File: src/hw/rtl/crp_pkg.sv
// Shared types and constants for the label resampler.
package crp_pkg;

    localparam int MAX_CLUSTERS = 64;
    localparam int MAX_OUTCOMES = 256;
    localparam int COUNT_BITS   = 21;

    localparam logic [1:0] OP_WR_CLUSTER = 2'd0;
    localparam logic [1:0] OP_WR_COUNT   = 2'd1;
    localparam logic [1:0] OP_RESAMPLE   = 2'd2;

    localparam logic [2:0] REG_ALPHA    = 3'd0;
    localparam logic [2:0] REG_BETA     = 3'd1;
    localparam logic [2:0] REG_OUTCOMES = 3'd2;
    localparam logic [2:0] REG_CLUSTERS = 3'd3;
    localparam logic [2:0] REG_DATA     = 3'd4;

    localparam int DIV_W = 64;
    localparam logic [31:0] SAT32 = 32'hFFFF_FFFF;

    typedef struct packed {
        logic            start;
        logic [DIV_W-1:0] num;
        logic [DIV_W-1:0] den;
    } div_req_t;

    typedef struct packed {
        logic        done;
        logic [31:0] quo;
    } div_rsp_t;

endpackage

File: src/hw/rtl/crp_divider.sv
// Shared radix-2 divider: floor(num*65536/den), saturated to 32 bits, zero when den is zero.
module crp_divider
(
    input  logic             clk,
    input  logic             rst_n,
    input  crp_pkg::div_req_t req,
    output crp_pkg::div_rsp_t rsp
);
    import crp_pkg::*;

    localparam int STEPS = DIV_W + 16;

    logic [DIV_W:0]   rem_reg, rem_next;
    logic [STEPS-1:0] quo_reg, quo_next;
    logic [DIV_W-1:0] den_reg, den_next;
    logic [DIV_W+15:0] sh_reg, sh_next;
    logic [6:0]       cnt_reg, cnt_next;
    logic             busy_reg, busy_next;
    logic             done_reg, done_next;
    logic [DIV_W:0]   trial;

    always_comb
    begin
        rem_next  = rem_reg;
        quo_next  = quo_reg;
        den_next  = den_reg;
        sh_next   = sh_reg;
        cnt_next  = cnt_reg;
        busy_next = busy_reg;
        done_next = 1'b0;
        trial     = {rem_reg[DIV_W-1:0], sh_reg[DIV_W+15]};
        if (req.start)
        begin
            rem_next  = '0;
            quo_next  = '0;
            den_next  = req.den;
            sh_next   = {req.num, 16'd0};
            cnt_next  = '0;
            busy_next = 1'b1;
        end
        else if (busy_reg)
        begin
            sh_next = {sh_reg[DIV_W+14:0], 1'b0};
            if (trial >= {1'b0, den_reg})
            begin
                rem_next = trial - {1'b0, den_reg};
                quo_next = {quo_reg[STEPS-2:0], 1'b1};
            end
            else
            begin
                rem_next = trial;
                quo_next = {quo_reg[STEPS-2:0], 1'b0};
            end
            cnt_next = cnt_reg + 7'd1;
            if (cnt_reg == 7'(STEPS - 1))
            begin
                busy_next = 1'b0;
                done_next = 1'b1;
            end
        end
    end

    always_ff @(posedge clk or negedge rst_n)
    begin
        if (!rst_n)
        begin
            busy_reg <= 1'b0;
            done_reg <= 1'b0;
            cnt_reg  <= '0;
        end
        else
        begin
            busy_reg <= busy_next;
            done_reg <= done_next;
            cnt_reg  <= cnt_next;
        end
    end

    always_ff @(posedge clk)
    begin
        rem_reg <= rem_next;
        quo_reg <= quo_next;
        den_reg <= den_next;
        sh_reg  <= sh_next;
    end

    assign rsp.done = done_reg;
    assign rsp.quo  = (den_reg == '0) ? 32'd0 :
                      (|quo_reg[STEPS-1:32]) ? SAT32 : quo_reg[31:0];
endmodule

File: config.mk
export PLATFORM = sky130hd
export DESIGN_NAME = crp_divider
export DESIGN_NICKNAME = d
export VERILOG_FILES = /design/src/hw/rtl/crp_pkg.sv /design/src/hw/rtl/crp_divider.sv
export SDC_FILE = /design/constraint.sdc
export NUM_CORES = 1
export LEC_CHECK = 0
export BUFFER_PORTS_ARGS = -buffer_cell sky130_fd_sc_hd__buf_4
export CAP_MARGIN = 20
export CORE_MARGIN = 3
export CORE_UTILIZATION = 40
export CTS_CLUSTER_DIAMETER = 50
export DETAILED_ROUTE_END_ITERATION = 10
export PLACE_DENSITY = 0.61
export SKIP_CTS_REPAIR_TIMING = 1
export SLEW_MARGIN = 10
export SYNTH_ARGS = -nofsm -noshare
export SYNTH_HDL_FRONTEND = slang
export SYNTH_SLANG_ARGS = --single-unit
File: constraint.sdc
create_clock -name clk -period 7.1 [get_ports clk]
set_input_delay 0.71 -clock clk [delete_from_list [all_inputs] [get_ports clk]]
set_output_delay 0.71 -clock clk [all_outputs]
set_load 0.005 [all_outputs]
==> results of run 1 <==
[cells by family after synthesis]
| group | share of synthesized area (%) |
|---|---|
| AO/OA/AOI/OAI | 17.75 |
| XOR/XNOR | 2.447 |
| adder cells (fa/ha/maj) | 5.291 |
| buffers and inverters | 5.195 |
| flip-flops | 44.14 |
| multiplexers | 10.20 |
| AND/OR/NAND/NOR | 14.98 |
[critical path, stage by stage (launching register included)]
cell and delay [ns]:
edfxtp_1 0.39, nor4_1 0.84, nand4_1 0.35, or4_1 0.61
buf_4 0.26, o21a_1 0.16, buf_4 0.14
[through the flow]
step                hold WS [ns]  power, mW  area [sq um]
floorplan                 0.4144      4.047         15750
global placement          0.4799      4.591         17220
detailed placement        0.4897      4.611         17220
CTS                     -0.07316      6.553         18480
global route              0.2995      6.921         18530
finish                    0.3246      6.510         18530
[synthesized netlist by cell type, types with 4 or more instances]
master       n  area [sq um]
a311oi_1    43         376.6
buf_4       18         135.1
nand2b_1     9         56.30
dfrtp_1      9         225.2
o21a_1      40         300.3
a21boi_0     4         30.03
nand3_1     34         170.2
nor2_1     178         668.1
o21bai_1    18         135.1
xor2_1      23         201.4
or2_2        6         37.54
dfxtp_1    144          2883
o211ai_1     8         60.06
nand2_1    140         525.5
xnor2_1     21         183.9
mux2_2      63         709.4
nor2b_1      7         43.79
or3_1       13         81.33
a41oi_1      4         35.03
a211oi_1    17         127.6
buf_1       11         41.29
o21ai_1      4         20.02
mux2i_1     87         870.8
inv_1       88         330.3
nand4_1     32         200.2
o21ai_0     50         250.2
nor4_1      32         200.2
clkbuf_1    50         187.7
edfxtp_1   128          3844
buf_2       20         100.1
a2bb2oi_1    6         52.55
a21oi_1     88         440.4
and3_1       5         31.28
nor3_1      22         110.1
ha_1        65         813.3
a21o_1      30         225.2
o31ai_1      8         60.06
o22ai_1      6         37.54
a31oi_1      5         31.28
and2_1       8         50.05
[worst paths after layout]
check                              end  slack (ns)  depth (start not counted)
min in group asynchronous   cnt_reg[5]        0.51                          2
hold reg to reg            rem_reg[13]        0.50                          2
setup reg to reg           rem_reg[59]        3.14                         12
setup / recovery               rsp[19]        3.05                          6
hold / removal              den_reg[3]        0.32                          1
max in group asynchronous   cnt_reg[6]        6.44                          2
[final cells by class]
type | count | share of cell area, %
clock buffer | 48 | 5.388
clock inverter | 20 | 1.438
inverter | 88 | 1.782
multi-input combinational | 1152 | 43.09
sequential | 281 | 37.53
tap | 518 | 3.497
timing repair buffer | 173 | 7.278
[layer usage]
layer | wire (um) | global-route usage, %
met1 | 19020 | 26.10
met2 | 18930 | 31.24
met3 | 2155 | 3.982
met4 | 814 | 5.284
met5 | 32 | 0
[report_power, final]
group / switching, mW / internal (mW)
sequential: 0.185 / 1.94
combinational: 1.50 / 0.989
clock: 0.762 / 1.13
total: 2.44 / 4.07
==> run summary, run 1 <==
status -> completed
non-filler cells, final -> 2280
Nets -> 1930
unrepaired setup endpoints after global routing -> false
dpl hpwl -> 28730 um
# H-tree levels -> 2
Post-Syn Nets -> 1820
Cell Area, Synth -> 15750 sq um
Pleak -> 8.179 nW
Final Max Tran Viols -> 0
Critical path origin -> den_reg[15]
ys flop type -> dfxtp_1
Std-Cell Rows -> 72
Max-Cap Viols -> 0
vias in the first global route -> 12140
ant diodes -> 0
CTS sink cnt -> 281
Max IR drop VDD -> 197.6 uV
DRT Pass-1 Iters -> 5
number of warnings issued by yosys -> 0
async set-or-reset flop fraction in the synthesized netlist -> 3.203%
RR Startpoint -> den_reg[25]
most common cell after layout, fill and taps aside -> nor2_1
Clock Latency Late Sink -> 0.56 ns
placed cells -> 2209
GPL Wtd Cong -> 0.8801
fillers -> 3682
CTS Buffer Depth -> 3
IO buf count -> 163
CP Data Arrival Time -> 3.34 ns
register area -> 6955 sq um
first-pass GRT wire length -> 65090 um
Yosys cell types -> 91
Remaining Overflow, GRT -> 0
Startpoint Class -> flop
CP Max Fanout -> 32
Vias -> 12550
Pwr Density -> 351.3 nW/um^2
commonest cells after routing, fill and taps aside -> nor2_1, buf_4, dfxtp_1
# IOs -> 164
antenna-violating nets left -> 0
Horiz. Die Dim -> 204.4 um
Syn Area/Cell -> 9.704 sq um
worst hold start -> req[3]
crit path capture type -> output pin
Synth Instances -> 1623
Multi-input gate area -> 7985 sq um
skew final -> 0.02561 ns
post-layout util -> 47.84%
Data required, critical path -> 6.39 ns
CTS root buf -> clkbuf_16
Core ar. -> 38740 sq um
EDFF count, synth -> 128
largest net degree at the start of global routing -> 171
Tmin final -> 4.055 ns
Worst Tran Pin Value -> 0.9725 ns
layout cells sized above 1 -> 18.96%
die area -> 41790 sq um
PnR worst setup slack -> 3.045 ns
maximum operating frequency -> 246.6 MHz
Chip Height -> 204.4 um
Total GRT Usage -> 19.23%
initial antenna violation count -> 2
Fin Setup TNS -> 0 ns
CTS tree -> yes
Final setup viols -> 0
DR iter-0 viols -> 830
Wirelength per Cell -> 17.96 um
#FFs+latches synth -> 281
max reg flops -> 80
clock slew at reported path FFs -> 0.06 ns
vias per cell -> 5.504
area delta synth->final -> 17.67%
Starting Density -> 40.66%
register area share after synthesis -> 44.14%
drc violations -> 0
Post-Place Setup Slack -> 3.187 ns
TritonCTS buffer count -> 37
Crit Path Class -> flop to output pin
WL final -> 40950 um
Tcrit/Tclk final -> 57.11%
Worst Hold Class -> input port to flop
Final Hold Viols -> 0
Slew HR -> 34.57%
No activity file was read; power rests on OpenSTA's default activity.
==> run 2, diff against run 1 <==
--- a/config.mk
+++ b/config.mk
@@ -11,7 +11,7 @@
 export CORE_UTILIZATION = 40
 export CTS_CLUSTER_DIAMETER = 50
 export DETAILED_ROUTE_END_ITERATION = 10
-export PLACE_DENSITY = 0.61
+export PLACE_DENSITY = 0.63
 export SKIP_CTS_REPAIR_TIMING = 1
 export SLEW_MARGIN = 10
 export SYNTH_ARGS = -nofsm -noshare
==> constraint.sdc (replaced) <==
create_clock -name clk -period 3.5 [get_ports clk]
set_input_delay 0.35 -clock clk [delete_from_list [all_inputs] [get_ports clk]]
set_output_delay 0.35 -clock clk [all_outputs]
set_load 0.005 [all_outputs]
==> run summary, run 2 (synthesized netlist as in run 1, its figures left out) <==
status -> completed
Std-Cell Rows -> 72 (unchanged)
largest net degree at the start of global routing -> 201 (+18%)
TritonCTS buffer count -> 38 (+2.7%)
DR iter-0 viols -> 907 (+9.3%)
commonest cells after routing, fill and taps aside -> buf_4, nor2_1, dfxtp_1
dpl hpwl -> 29900 um (+4.1%)
internal power -> 8.729 mW (+110%)
maximum operating frequency -> 295.7 MHz
CTS root buf -> clkbuf_16
Hold WS -> 0.09359 ns (-0.2310 ns)
Chip Height -> 204.4 um (unchanged)
die area -> 41790 sq um (unchanged)
crit path capture type -> flop
cell family with most CP delay -> simple AND/OR/NAND/NOR gates
max reg flops -> 80 (unchanged)
Horiz. Die Dim -> 204.4 um (unchanged)
initial antenna violation count -> 1 (-1)
Wirelength per Cell -> 17.64 um (-1.8%)
DRT Pass-1 Iters -> 7 (+2)
non-filler cells, final -> 2394 (+5.0%)
Total GRT Usage -> 19.56% (+0.34 points)
# IOs -> 164 (unchanged)
antenna-violating nets left -> 0 (unchanged)
CP Max Fanout -> 26 (-19%)
skew final -> 0.01621 ns (-0.009401 ns)
Remaining Overflow, GRT -> 0 (unchanged)
clock slew at reported path FFs -> 0.06 ns (about the same)
Nets -> 2042 (+5.8%)
Slew HR -> 23.73% (-11 points)
Max-Cap Viols -> 0 (unchanged)
Final Max Tran Viols -> 0 (unchanged)
Worst Hold Class -> input port to flop
switching power -> 5.198 mW (+110%)
placed cells -> 2254 (+2.0%)
Clock Latency Late Sink -> 0.56 ns (about the same)
area delta synth->final -> 25.02%
Starting Density -> 40.66% (unchanged)
CTS Buffer Depth -> 3 (unchanged)
clock network fraction of total power -> 28.5% (-0.6 points)
Pleak -> 8.727 nW (+6.7%)
crit-path max cell delay -> 0.44 ns (-0.40 ns)
IO buf count -> 163 (unchanged)
Startpoint Class -> flop
Critical Path Slowest Stage Cell -> edfxtp_1
Data required, critical path -> 3.95 ns (-2.44 ns)
unrepaired setup endpoints after global routing -> true
CTS tree -> yes
Comb pwr share -> 40.5% (+2.3 points)
Max IR drop VDD -> 371.0 uV (+88%)
Tmin final -> 3.382 ns
WL final -> 42230 um (+3.1%)
Crit Path Class -> flop to flop
# H-tree levels -> 2 (unchanged)
CTS sink cnt -> 281 (unchanged)
most common cell after layout, fill and taps aside -> buf_4
vias per cell -> 5.442 (-1.1%)
Total Power -> 13.93 mW (+110%)
CP cell instances -> inv_1 -> ha_1 -> and4b_1 -> nand3_1 -> or3_1 -> o31ai_2 -> a221o_2 -> a31o_4 -> nor2_4 -> buf_12 -> or3b_1 -> a311oi_1
Pwr Density -> 707.3 nW/um^2 (+100%)
number of buffers and inverters on the critical path -> 2 (unchanged)
layout cells sized above 1 -> 21.12% (+2.2 points)
Vias -> 13030 (+3.8%)
first-pass GRT wire length -> 65700 um (+0.94%)
CP Data Arrival Time -> 3.83 ns (+0.49 ns)
Switching Share -> 37.32% (-0.21 points)
Worst Tran Pin Value -> 1.144 ns (+0.1716 ns)
sequential power share -> 31.0% (-1.7 points)
Tcrit/Tclk final -> 96.64%
vias in the first global route -> 12430 (+2.5%)
Final Hold Viols -> 0 (unchanged)
drc violations -> 0 (unchanged)
GPL Wtd Cong -> 0.9160 (+4.1%)
fillers -> 3597 (-2.3%)
Core ar. -> 38740 sq um (unchanged)
Final setup viols -> 0 (unchanged)
==> run 2: changes by cell type in the layout (fill, tap and decap cells not counted), sizes merged, moves of 2 or more <==
| cell | delta |
|---|---|
| dlygate4sd3 | +64 |
| buf | +47 |
| clkbuf | +2 |
| clkinv | -2 |
==> run 2: per-layer routing <==
layer | up-vias | global-route usage (%) | share of wire, %
met3 | 85 | 4.109 | 5.8
met2 | 372 | 30.00 | 44
met5 | - | 0 | 0
met1 | 6157 | 26.81 | 46
li1 | 6414 | - | -
met4 | 0 | 8.331 | 3.6
==> run 2: final cells by class <==
| cell class | instances | area, sq um | share of cell area, % |
|---|---|---|---|
| Multi-Input combinational cell | 1152 | 8055 | 40.91 |
| Sequential cell | 281 | 6955 | 35.32 |
| Timing Repair Buffer | 284 | 2385 | 12.11 |
| Clock buffer | 50 | 1057 | 5.370 |
| Tap cell | 518 | 648.1 | 3.292 |
| Inverter | 88 | 330.3 | 1.678 |
| Clock inverter | 20 | 256.5 | 1.303 |
| Antenna cell | 1 | 2.502 | 0.01271 |
==> run 2: power by group through the flow <==
stage,registers (mW),logic [mW],clock network [mW]
6_report,4.32,5.64,3.97
5_1_grt,4.38,6.15,4.22
4_1_cts,4.32,5.45,4.09
3_5_place_dp,4.37,5.42,0
3_3_place_gp,4.37,5.40,0
2_1_floorplan,4.24,3.97,0
==> run 2: worst paths after layout <==
| path | start | to | slack [ns] | cells after the start |
|---|---|---|---|---|
| setup / recovery | den_reg[62] | rem_reg[35] | 0.12 | 12 |
| hold / removal | req[113] | sh_reg[65] | 0.09 | 2 |
| setup reg to reg | den_reg[62] | rem_reg[35] | 0.12 | 12 |
| hold reg to reg | rem_reg[35] | rem_reg[36] | 0.49 | 2 |
| max in group asynchronous | rst_n | busy_reg | 3.20 | 2 |
| min in group asynchronous | rst_n | done_reg | 0.15 | 2 |
==> run 2: stage by stage <==
stage                     setup WS, ns  instance area, sq um   TNS, ns  util [%]
after global routing          -0.06565                 19690  -0.07124     50.83
after global placement         -0.2965                 17620    -10.36     45.47
final                           0.1177                 19690         0     50.83
after CTS                      -0.3667                 18930    -11.82     48.87
after floorplan                 0.4861                 15750         0         -
after detailed placement       -0.3303                 17620    -10.43     45.47
